$ cat config.mk
export PLATFORM = sky130hd
export DESIGN_NAME = deadline_timer_queue
export DESIGN_NICKNAME = d
export VERILOG_FILES = /design/src/hw/rtl/dtq_pkg.sv /design/src/hw/rtl/deadline_timer_queue.sv
export SDC_FILE = /design/constraint.sdc
export NUM_CORES = 2
export LEC_CHECK = 0
export ABC_AREA = 1
export BUFFER_PORTS_ARGS = -buffer_cell sky130_fd_sc_hd__buf_2
export CORE_MARGIN = 1.5
export CORE_UTILIZATION = 50
export CTS_CLUSTER_SIZE = 30
export DETAILED_ROUTE_END_ITERATION = 16
export PLACE_DENSITY_LB_ADDON = 0.25
export SLEW_MARGIN = 15
export SYNTH_ARGS = -nofsm -noshare
export SYNTH_HDL_FRONTEND = slang
export SYNTH_SLANG_ARGS = --single-unit
$ cat constraint.sdc
create_clock -name clk -period 14.6 [get_ports clk]
set_input_delay 0.73 -clock clk [delete_from_list [all_inputs] [get_ports clk]]
set_output_delay 0.73 -clock clk [all_outputs]
set_load 0.02 [all_outputs]
$ cat src/hw/rtl/dtq_pkg.sv
// Package with constants, codes and types of the deadline timer queue.
`default_nettype none
package dtq_pkg;
    localparam int DEPTH       = 16;
    localparam int MAX_RESULTS = 16;
    localparam int IDX_W       = $clog2(DEPTH);
    localparam int CNT_W       = $clog2(DEPTH + 1);
    localparam int RES_W       = $clog2(MAX_RESULTS + 1);
    localparam int TIME_W      = 52;
    localparam int HANDLE_W    = 8;
    localparam int MIN_W       = 20;
    localparam logic [MIN_W-1:0] MIN_DELAY_RESET = 20'd100;

    localparam logic CMD_INSERT = 1'b0;
    localparam logic CMD_EXPIRE = 1'b1;

    localparam logic [1:0] KIND_ACK     = 2'd0;
    localparam logic [1:0] KIND_EXPIRED = 2'd1;
    localparam logic [1:0] KIND_NONE    = 2'd2;

    localparam logic [2:0] ADDR_MIN_DELAY = 3'd0;

    typedef struct packed {
        logic [TIME_W-1:0]   deadline;
        logic [HANDLE_W-1:0] handle;
    } entry_t;

    typedef enum logic [2:0] {
        ST_IDLE,
        ST_INS_RD,
        ST_INS_CMP,
        ST_INS_ACK,
        ST_EXP_RD,
        ST_EXP_CMP,
        ST_EXP_LAST
    } state_t;
endpackage
`default_nettype wire

$ cat src/hw/rtl/deadline_timer_queue.sv
// Top level of the deadline timer queue: sorted ring of timers in one memory.
`default_nettype none
// Timers sit in one synchronous memory as a ring sorted by (deadline, handle),
// with a head pointer and a fill count. A new input is taken only in idle,
// once the previous one has delivered its last beat to the output register.
// An insert walks from the tail toward the head, shifting each stored timer
// later than the new one up by one slot. The timer is placed at the head or
// behind a stored timer, and then the acknowledge is loaded. A full table
// goes straight to the acknowledge. An expire reads the head once per due
// timer. The walk closes when the table runs empty or the result cap is
// reached, or when a timer that is not yet due ends it. The single memory
// read port paces both walks. The acknowledge and each expired beat wait
// while the output register stays full.
module deadline_timer_queue
    import dtq_pkg::*;
(
    input  wire logic         clk,
    input  wire logic         rst_n,
    input  wire logic         s_axis_tvalid,
    output logic              s_axis_tready,
    // timer_handle[7:0], deadline[59:8], now[111:60]
    input  wire logic [111:0] s_axis_tdata,
    // cmd[0]
    input  wire logic [0:0]   s_axis_tuser,
    output logic              m_axis_tvalid,
    input  wire logic         m_axis_tready,
    // out_handle[7:0], out_deadline[59:8], became_earliest[60], table_full[61],
    // arm_delay_us[113:62], zero[119:114]
    output logic [119:0]      m_axis_tdata,
    // kind[1:0]
    output logic [1:0]        m_axis_tuser,
    output logic              m_axis_tlast,
    input  wire logic         psel,
    input  wire logic         penable,
    input  wire logic         pwrite,
    input  wire logic [2:0]   paddr,
    input  wire logic [31:0]  pwdata,
    output logic [31:0]       prdata,
    output logic              pready
);
    entry_t mem [DEPTH];
    entry_t rdata_reg;

    state_t state_reg, state_next;
    logic [IDX_W-1:0] head_reg, head_next;
    logic [CNT_W-1:0] cnt_reg, cnt_next;
    logic [CNT_W-1:0] pos_reg, pos_next;
    logic [RES_W-1:0] done_reg, done_next;
    logic             early_reg, early_next;
    logic             full_reg, full_next;
    logic             pend_reg, pend_next;
    entry_t           pend_ent_reg, pend_ent_next;
    logic             cmd_reg;
    entry_t           key_reg;
    logic [TIME_W-1:0] now_reg;
    logic [MIN_W-1:0] min_delay_reg;

    logic             out_valid_reg, out_valid_next;
    logic [1:0]       out_kind_reg, out_kind_next;
    logic             out_last_reg, out_last_next;
    logic [113:0]     out_data_reg, out_data_next;

    logic             in_fire, slot_free;
    logic [IDX_W-1:0] raddr, waddr;
    logic             wen;
    entry_t           wdata;
    logic [CNT_W-1:0] rd_off, wr_off;
    logic             greater, due;
    logic [TIME_W-1:0] delay_raw, delay;

    function automatic logic [IDX_W-1:0] ring_addr(input logic [IDX_W-1:0] h,
                                                   input logic [CNT_W-1:0] o);
        logic [IDX_W+CNT_W-1:0] s;
        s = {{CNT_W{1'b0}}, h} + {{IDX_W{1'b0}}, o};
        if (s >= (IDX_W+CNT_W)'(DEPTH))
            s = s - (IDX_W+CNT_W)'(DEPTH);
        return s[IDX_W-1:0];
    endfunction

    assign in_fire       = s_axis_tvalid && s_axis_tready;
    assign s_axis_tready = (state_reg == ST_IDLE);
    assign slot_free     = !out_valid_reg || m_axis_tready;
    assign pready        = 1'b1;
    assign prdata        = {{(32-MIN_W){1'b0}}, min_delay_reg};

    assign m_axis_tvalid = out_valid_reg;
    assign m_axis_tuser  = out_kind_reg;
    assign m_axis_tlast  = out_last_reg;
    assign m_axis_tdata  = {6'd0, out_data_reg};

    assign rd_off  = pos_reg - CNT_W'(1);
    assign wr_off  = pos_reg;
    assign greater = (rdata_reg.deadline > key_reg.deadline) ||
                     ((rdata_reg.deadline == key_reg.deadline) &&
                      (rdata_reg.handle > key_reg.handle));
    assign due     = (rdata_reg.deadline <= now_reg);
    assign delay_raw = (key_reg.deadline > now_reg) ? key_reg.deadline - now_reg
                                                    : '0;
    assign delay   = (delay_raw < {{(TIME_W-MIN_W){1'b0}}, min_delay_reg})
                     ? {{(TIME_W-MIN_W){1'b0}}, min_delay_reg} : delay_raw;

    always_ff @(posedge clk)
    begin
        if (wen)
        begin
            mem[waddr] <= wdata;
        end
        rdata_reg <= mem[raddr];
    end

    always_ff @(posedge clk)
    begin
        if (in_fire)
        begin
            cmd_reg         <= s_axis_tuser[0];
            key_reg.handle   <= s_axis_tdata[7:0];
            key_reg.deadline <= s_axis_tdata[59:8];
            now_reg         <= s_axis_tdata[111:60];
        end
        pend_ent_reg <= pend_ent_next;
        out_data_reg <= out_data_next;
        out_kind_reg <= out_kind_next;
        out_last_reg <= out_last_next;
    end

    always_ff @(posedge clk or negedge rst_n)
    begin
        if (!rst_n)
        begin
            state_reg     <= ST_IDLE;
            head_reg      <= '0;
            cnt_reg       <= '0;
            pos_reg       <= '0;
            done_reg      <= '0;
            early_reg     <= 1'b0;
            full_reg      <= 1'b0;
            pend_reg      <= 1'b0;
            out_valid_reg <= 1'b0;
            min_delay_reg <= MIN_DELAY_RESET;
        end
        else
        begin
            state_reg     <= state_next;
            head_reg      <= head_next;
            cnt_reg       <= cnt_next;
            pos_reg       <= pos_next;
            done_reg      <= done_next;
            early_reg     <= early_next;
            full_reg      <= full_next;
            pend_reg      <= pend_next;
            out_valid_reg <= out_valid_next;
            if (psel && penable && pwrite && pready && (paddr[2] == ADDR_MIN_DELAY[2]))
            begin
                min_delay_reg <= pwdata[MIN_W-1:0];
            end
        end
    end

    always_comb
    begin
        state_next     = state_reg;
        head_next      = head_reg;
        cnt_next       = cnt_reg;
        pos_next       = pos_reg;
        done_next      = done_reg;
        early_next     = early_reg;
        full_next      = full_reg;
        pend_next      = pend_reg;
        pend_ent_next  = pend_ent_reg;
        out_valid_next = out_valid_reg && !m_axis_tready;
        out_kind_next  = out_kind_reg;
        out_last_next  = out_last_reg;
        out_data_next  = out_data_reg;
        raddr          = ring_addr(head_reg, rd_off);
        waddr          = ring_addr(head_reg, wr_off);
        wen            = 1'b0;
        wdata          = key_reg;

        case (state_reg)
            ST_IDLE:
            begin
                if (in_fire)
                begin
                    pos_next   = cnt_reg;
                    early_next = (cnt_reg == '0);
                    full_next  = (cnt_reg == CNT_W'(DEPTH));
                    done_next  = '0;
                    pend_next  = 1'b0;
                    if (s_axis_tuser[0] == CMD_EXPIRE)
                        state_next = ST_EXP_RD;
                    else if (cnt_reg == CNT_W'(DEPTH))
                        state_next = ST_INS_ACK;
                    else
                        state_next = ST_INS_RD;
                end
            end
            ST_INS_RD:
            begin
                if (pos_reg == '0)
                begin
                    wen        = 1'b1;
                    cnt_next   = cnt_reg + CNT_W'(1);
                    state_next = ST_INS_ACK;
                end
                else
                begin
                    state_next = ST_INS_CMP;
                end
            end
            ST_INS_CMP:
            begin
                if (pos_reg == CNT_W'(1))
                    early_next = (key_reg.deadline < rdata_reg.deadline);
                wen = 1'b1;
                if (greater)
                begin
                    wdata      = rdata_reg;
                    pos_next   = pos_reg - CNT_W'(1);
                    state_next = ST_INS_RD;
                end
                else
                begin
                    cnt_next   = cnt_reg + CNT_W'(1);
                    state_next = ST_INS_ACK;
                end
            end
            ST_INS_ACK:
            begin
                if (slot_free)
                begin
                    out_valid_next = 1'b1;
                    out_kind_next  = KIND_ACK;
                    out_last_next  = 1'b1;
                    out_data_next  = {(early_reg && !full_reg) ? delay : {TIME_W{1'b0}},
                                      full_reg, early_reg && !full_reg,
                                      key_reg.deadline, key_reg.handle};
                    state_next     = ST_IDLE;
                end
            end
            ST_EXP_RD:
            begin
                raddr = head_reg;
                if (cnt_reg == '0 || done_reg == RES_W'(MAX_RESULTS))
                    state_next = ST_EXP_LAST;
                else
                    state_next = ST_EXP_CMP;
            end
            ST_EXP_CMP:
            begin
                raddr = head_reg;
                if (!due)
                begin
                    state_next = ST_EXP_LAST;
                end
                else if (!pend_reg || slot_free)
                begin
                    if (pend_reg)
                    begin
                        out_valid_next = 1'b1;
                        out_kind_next  = KIND_EXPIRED;
                        out_last_next  = 1'b0;
                        out_data_next  = {54'd0, pend_ent_reg.deadline,
                                          pend_ent_reg.handle};
                    end
                    pend_next     = 1'b1;
                    pend_ent_next = rdata_reg;
                    head_next     = ring_addr(head_reg, CNT_W'(1));
                    cnt_next      = cnt_reg - CNT_W'(1);
                    done_next     = done_reg + RES_W'(1);
                    state_next    = ST_EXP_RD;
                end
            end
            ST_EXP_LAST:
            begin
                if (slot_free)
                begin
                    out_valid_next = 1'b1;
                    out_last_next  = 1'b1;
                    if (pend_reg)
                    begin
                        out_kind_next = KIND_EXPIRED;
                        out_data_next = {54'd0, pend_ent_reg.deadline,
                                         pend_ent_reg.handle};
                    end
                    else
                    begin
                        out_kind_next = KIND_NONE;
                        out_data_next = '0;
                    end
                    pend_next  = 1'b0;
                    state_next = ST_IDLE;
                end
            end
            default:
            begin
                state_next = ST_IDLE;
            end
        endcase
    end

    a_cnt_bound: assert property (@(posedge clk) disable iff (!rst_n)
        cnt_reg <= CNT_W'(DEPTH))
        else $error("timer count exceeds table depth");

    a_full_ack: assert property (@(posedge clk) disable iff (!rst_n)
        (state_reg == ST_INS_ACK && full_reg) |-> (cnt_reg == CNT_W'(DEPTH)))
        else $error("full acknowledge with free slots");

    a_none_last: assert property (@(posedge clk) disable iff (!rst_n)
        (m_axis_tvalid && m_axis_tuser == KIND_NONE) |-> m_axis_tlast)
        else $error("nothing-expired beat without last");

    a_insert_cmd: assert property (@(posedge clk) disable iff (!rst_n)
        (state_reg == ST_INS_RD || state_reg == ST_INS_CMP) |-> (cmd_reg == CMD_INSERT))
        else $error("insert walk on an expire item");
endmodule
`default_nettype wire

After elaboration in Yosys (flattened, before gate mapping) --
Memories as Yosys holds them, arrays and structs flattened. A register that Yosys moved wholly into a read port is not among the register bits. Cells that the tools add are included.
Word-level totals: register bits after elaboration 335, bits in latches 0, memory bits (writable) 960, ROM bits 0, input port bits 155, output and inout bits 158, word-level logic and storage cells 165, memories 1
Memory list:
- mem | words 16, bits a word 60, read ports 1, clocked after Yosys merged registers in 1, write ports 1, RTL line deadline_timer_queue.sv:41 | entry_t mem [DEPTH];
Cells by class: $add $sub $neg 11, $mul 0, divide/modulo/power cells 0, magnitude comparators 9, equal/unequal tests 22, shift-type cells 0, mux-type cells 67, bitwise gates (word level) 1, reductions and logical operators 36
Operators with widths (number):
- two-way mux 114 bit | 5
- one-hot mux 114 bit (3 select lines) | 1
- two-way mux 60 bit | 3
- two-way mux 52 bit | 3
- greater-than comparator 52 bit | 2
- equality test 52 bit | 1
- less-or-equal comparator 52 bit | 1
- < comparator 52 x 20 -> 1 bit | 1
- < comparator 52 bit | 1
- subtractor 52 bit | 1
- two-way mux 5 bit | 9
- one-hot mux 5 bit (2 select lines) | 2
- two-way mux 1 bit | 18
- two-way mux 2 bit | 9
- != test 2 bit (second input constant) | 9
- one-hot mux 3 bit (6 select lines) | 1
- two-way mux 4 bit | 4
- two-way mux 3 bit | 5
- one-hot mux 5 bit (3 select lines) | 1
- AND reduction 5 bit | 3
- adder 4 x 5 -> 6 bit | 2
- greater-or-equal comparator 6 x 5 -> 1 bit (second input constant) | 2
- AND reduction 3 bit | 4
- subtractor 4 x 1 -> 4 bit (second input constant) | 3
- other kinds (27) | 55

Logic depth before layout (Yosys ltp) --
depth in word-level cells 7, gate-level depth with buffers 31, depth with buffers taken out 28

Worst setup path before layout --
No wires, ideal clock.
kind register to register, start register now_reg[35], end register out_kind_reg[0], in the netlist m_axis_tuser[0] (enable), setup time 592 ps, data arrival time 6417 ps, data required time 14008 ps, slack 7591 ps, stages on the path, launching flop included 11, buffers on the path 0, period minus slack after synthesis 7009 ps, cells stage by stage edfxtp_1 inv_1 ha_1 nand2_1 nor2_1 nand4_1 nor4_1 nand3_1 nand3_1 nand2_1 nor2_1
On the way: longest elaborated chain between the ends 3
RTL lines:
- start: declaration | RTL line deadline_timer_queue.sv:55 | logic [TIME_W-1:0] now_reg;
- start signal: assignment | RTL line deadline_timer_queue.sv:118 | now_reg <= s_axis_tdata[111:60];
- less-or-equal comparator 52 bit | RTL line deadline_timer_queue.sv:96 | assign due = (rdata_reg.deadline <= now_reg);
- != test 2 bit (no line)
- AND reduction 6 bit (no line)
- end signal: assignment | RTL line deadline_timer_queue.sv:122 | out_kind_reg <= out_kind_next;
- end: declaration | RTL line deadline_timer_queue.sv:59 | logic [1:0] out_kind_reg, out_kind_next;
No other way between the ends. A chain may end at the register's enable or synchronous reset.

Worst setup path in the final report --
start register key_reg[8] in the netlist's numbering, end register out_data_reg[62], data pin
On the way: longest elaborated chain between the ends 7, elaborated cells between the ends (all ways) 8, those cells by class 1 x add/sub; 2 x order compare; 5 x mux
RTL lines:
- start: declaration | RTL line deadline_timer_queue.sv:54 | entry_t key_reg;
- subtractor 52 bit or greater-than comparator 52 bit (tied branches) | RTL line deadline_timer_queue.sv:97 | assign delay_raw = (key_reg.deadline > now_reg) ? key_reg.deadline - now_reg
- two-way mux 52 bit (*) | RTL line deadline_timer_queue.sv:97
- < comparator 52 x 20 -> 1 bit | RTL line deadline_timer_queue.sv:99 | assign delay = (delay_raw < {{(TIME_W-MIN_W){1'b0}}, min_delay_reg})
- two-way mux 52 bit (*) | RTL line deadline_timer_queue.sv:100 | ? {{(TIME_W-MIN_W){1'b0}}, min_delay_reg} : delay_raw;
- two-way mux 52 bit (*) | RTL line deadline_timer_queue.sv:234 | out_data_next = {(early_reg && !full_reg) ? delay : {TIME_W{1'b0}},
- two-way mux 114 bit (*) | RTL line deadline_timer_queue.sv:229 | if (slot_free)
- one-hot mux 114 bit (3 select lines) (*) | RTL line deadline_timer_queue.sv:179 | case (state_reg)
- via out_data_next[62] | RTL line deadline_timer_queue.sv:61 | logic [113:0] out_data_reg, out_data_next;
- end signal: assignment | RTL line deadline_timer_queue.sv:121 | out_data_reg <= out_data_next;
- end: declaration | RTL line deadline_timer_queue.sv:61
Mark *: on every way through the listed nets, which the timed path passes. The rest lies on a longest branch. The select of a mux whose other input is x is not followed.

==> flow_metrics.tcl <==
set metrics [dict create \
    hold_viol 0 \
    num_io_pins 313 \
    post_cts_resized 0 \
    clkSinkCount 1355 \
    route.detailed.drc 0 \
    cpMaxStageDelayCell "nand2_1" \
    ys_seq_area_frac 0.6639 \
    slew_viol_final 0 \
    worstMarginPinSlew_ps 1172 \
    synth-main-ff-cell "edfxtp_1" \
    worstPathArrival_ps 6270 \
    setup_slack_ps 8814 \
    synthArstFlopShare 0.03395 \
    cp_max_fo 24 \
    slew_headroom 0.2186 \
    fp-row-count 126 \
    post-cts-setup-buffers 0 \
    synth_top_area_frac 0.6246 \
    clk_pin_slew_ps 60 \
    grt_pass1_vias 39170 \
    cts_root_buffer "clkbuf_16" \
    fin_crit_ps 5786 \
    maxCapViolations 0 \
    synth-seq-cells 1355 \
    fmax_ghz 0.1728 \
    synthTopCellsByCount "edfxtp_1 (1249), nand2_1 (856), nor2_1 (802)" \
    tns_ps 0 \
    dieArea_um2 122200 \
    grt_pass1_wl_mm 243.3 \
    hpwl_mm 102.3 \
    grt_use_total 0.2682 \
    crit_required_ps 15080 \
    yosysMostFrequentCell "edfxtp_1" \
    max-clock-path-buffers 3 \
    rsz0062_at_grt "no" \
    largest_reg_flops 960 \
    insertion_delay_ps 750 \
    crit_path_frequent_cell "nand2_1" \
    fp.dieW_um 349.5 \
    via_per_inst 5.642 \
    syn_area_um2 60050 \
    multi_input_area_um2 17640 \
    areaGrowthSynthToFinish_pct 13.19 \
    wl_mm 166.1 \
    syn_area_per_cell_um2 11.11 \
    tritoncts "done" \
    synth_top_area_cell "edfxtp_1" \
    netlist-cell-type-count 56 \
    postCtsHoldBufs 0 \
    gr-total-overflow 0 \
    wl_per_cell_um 22.44 \
    via_count 41760 \
    start_util 0.5065 \
    grt_max_degree 219 \
    finalSetupViolations 0 \
    nets 6043 \
    critical_path.startpoint_type "flop" \
    register_area_um2 39860 \
    synth_enable_flop_cells 1249 \
    crit_family "simple AND/OR/NAND/NOR gates" \
    fin_skew_ps 29.01 \
    drive_above_1_share 0.1140 \
    synthCells 5404 \
    worst_path_largest_cell_delay_ps 760 \
    pre_cts_slack_ps 8832 \
    yosysWarnings 0 \
    htreeDepth 4 \
    antenna_found_initial 8 \
    coreArea_um2 118600 \
    min_period_over_period 0.3963 \
    nFillCells 9786 \
    synthTopCellsByArea "edfxtp_1 (62%), nand2_1 (5.4%), nor2_1 (5.0%)" \
    drt_first_pass_iters 6 \
    initialDrtViolationCount 4271 \
    gp_congestion 0.9448 \
    status "finished, final reports clean" \
    crit_path_end_kind "flop" \
    path_class "reg2reg" \
    hold_class "in2async" \
    antenna_left 0 \
    cp_num_buf_inv 4 \
    portBuffers 279 \
    numCtsBuffers 137 \
    die_h_um 349.5 \
]
[per-layer routing]
| metal | GRT usage | wire length (um) | vias up |
|---|---|---|---|
| met3 | 0.03519 | 13280 | 300 |
| met1 | 0.3694 | 68430 | 20150 |
| met2 | 0.4358 | 78350 | 1775 |
| met4 | 0.1012 | 5973 | 6 |
| li1 | - | - | 19530 |
| met5 | 0 | 51 | - |
[worst reg2reg max path, delay by kind of cell, from the launching register on]
kind            cells  cell delay [ps]
fa+ha+maj           3              970
compound gates      4              800
buf+inv             4              590
simple gates       17             2770
flops               1              380
[final cells by class]
| cell class | count | share of cell area |
|---|---|---|
| antenna | 3 | 0.0001105 |
| clock buffer | 199 | 0.05961 |
| clock inverter | 53 | 0.006590 |
| inverter | 455 | 0.02531 |
| multi-input combinational | 3350 | 0.2596 |
| sequential | 1355 | 0.5865 |
| tap | 1600 | 0.02945 |
| timing repair buffer | 387 | 0.03288 |
[final timing paths]
path,start,to,slack (ps),cells past startpoint
worst max-delay path,key_reg[8],out_data_reg[62],8810,28
worst min-delay path,rst_n,done_reg[2],20,1
worst max register to register,key_reg[8],out_data_reg[62],8810,28
worst min register to register,rdata_reg[0],pend_ent_reg[0],450,0
max in group asynchronous,rst_n,min_delay_reg[12],14180,1
min in group clk,s_axis_tdata[45],key_reg[45],150,1
[stage by stage]
step	hold WS (ps)	instance area, um2	std cells	util
5_1_grt	43.10	67960	7400	0.5733
6_report	17.81	67970	7402	0.5733
4_1_cts	111.4	67940	7399	0.5731
3_3_place_gp	457.1	63440	7147	0.5351
3_5_place_dp	447.9	63440	7147	0.5351
2_1_floorplan	408.2	60110	5421	-
[cells in the final DEF (no fill, tap or decap), types with 5 or more instances in the layout]
| cell type | instances |
|---|---|
| clkbuf_16 | 145 |
| nor2_2 | 8 |
| nor4_1 | 7 |
| nand3b_1 | 11 |
| dfxtp_1 | 60 |
| nor2_4 | 19 |
| dfrtp_1 | 43 |
| xor2_1 | 18 |
| nor3_1 | 18 |
| o221ai_1 | 5 |
| o21ai_0 | 596 |
| clkbuf_1 | 32 |
| inv_2 | 5 |
| edfxtp_1 | 1249 |
| nand2_1 | 855 |
| inv_1 | 446 |
| a211oi_1 | 64 |
| buf_4 | 107 |
| a22o_1 | 52 |
| o21bai_1 | 36 |
| clkbuf_8 | 22 |
| clkinv_2 | 21 |
| o22ai_1 | 149 |
| nor2_1 | 784 |
| xnor2_1 | 23 |
| o21a_1 | 35 |
| nand2_2 | 8 |
| ha_1 | 198 |
| inv_6 | 7 |
| conb_1 | 19 |
| nand4_1 | 54 |
| a31oi_1 | 65 |
| buf_2 | 278 |
| bufinv_16 | 5 |
| a21oi_1 | 192 |
| nand3_1 | 92 |
| clkinv_1 | 15 |
[cells by family (layout without fill, tap and decap cells)]
| group | count (synthesis) | after routing | share of synthesized area |
|---|---|---|---|
| flops | 1355 | 1355 | 0.6639 |
| mux | 1 | 1 | 0.0001667 |
| fa+ha+maj | 202 | 202 | 0.04259 |
| other cells | 2 | 22 | 0.0001251 |
| buf+inv | 716 | 1094 | 0.04703 |
| simple gates | 1871 | 1871 | 0.1244 |
| xor+xnor | 42 | 42 | 0.006126 |
| compound gates | 1215 | 1215 | 0.1156 |
Power is not shown: default switching activity piles up to over one toggle a cycle in this logic, so the estimate is an artifact.
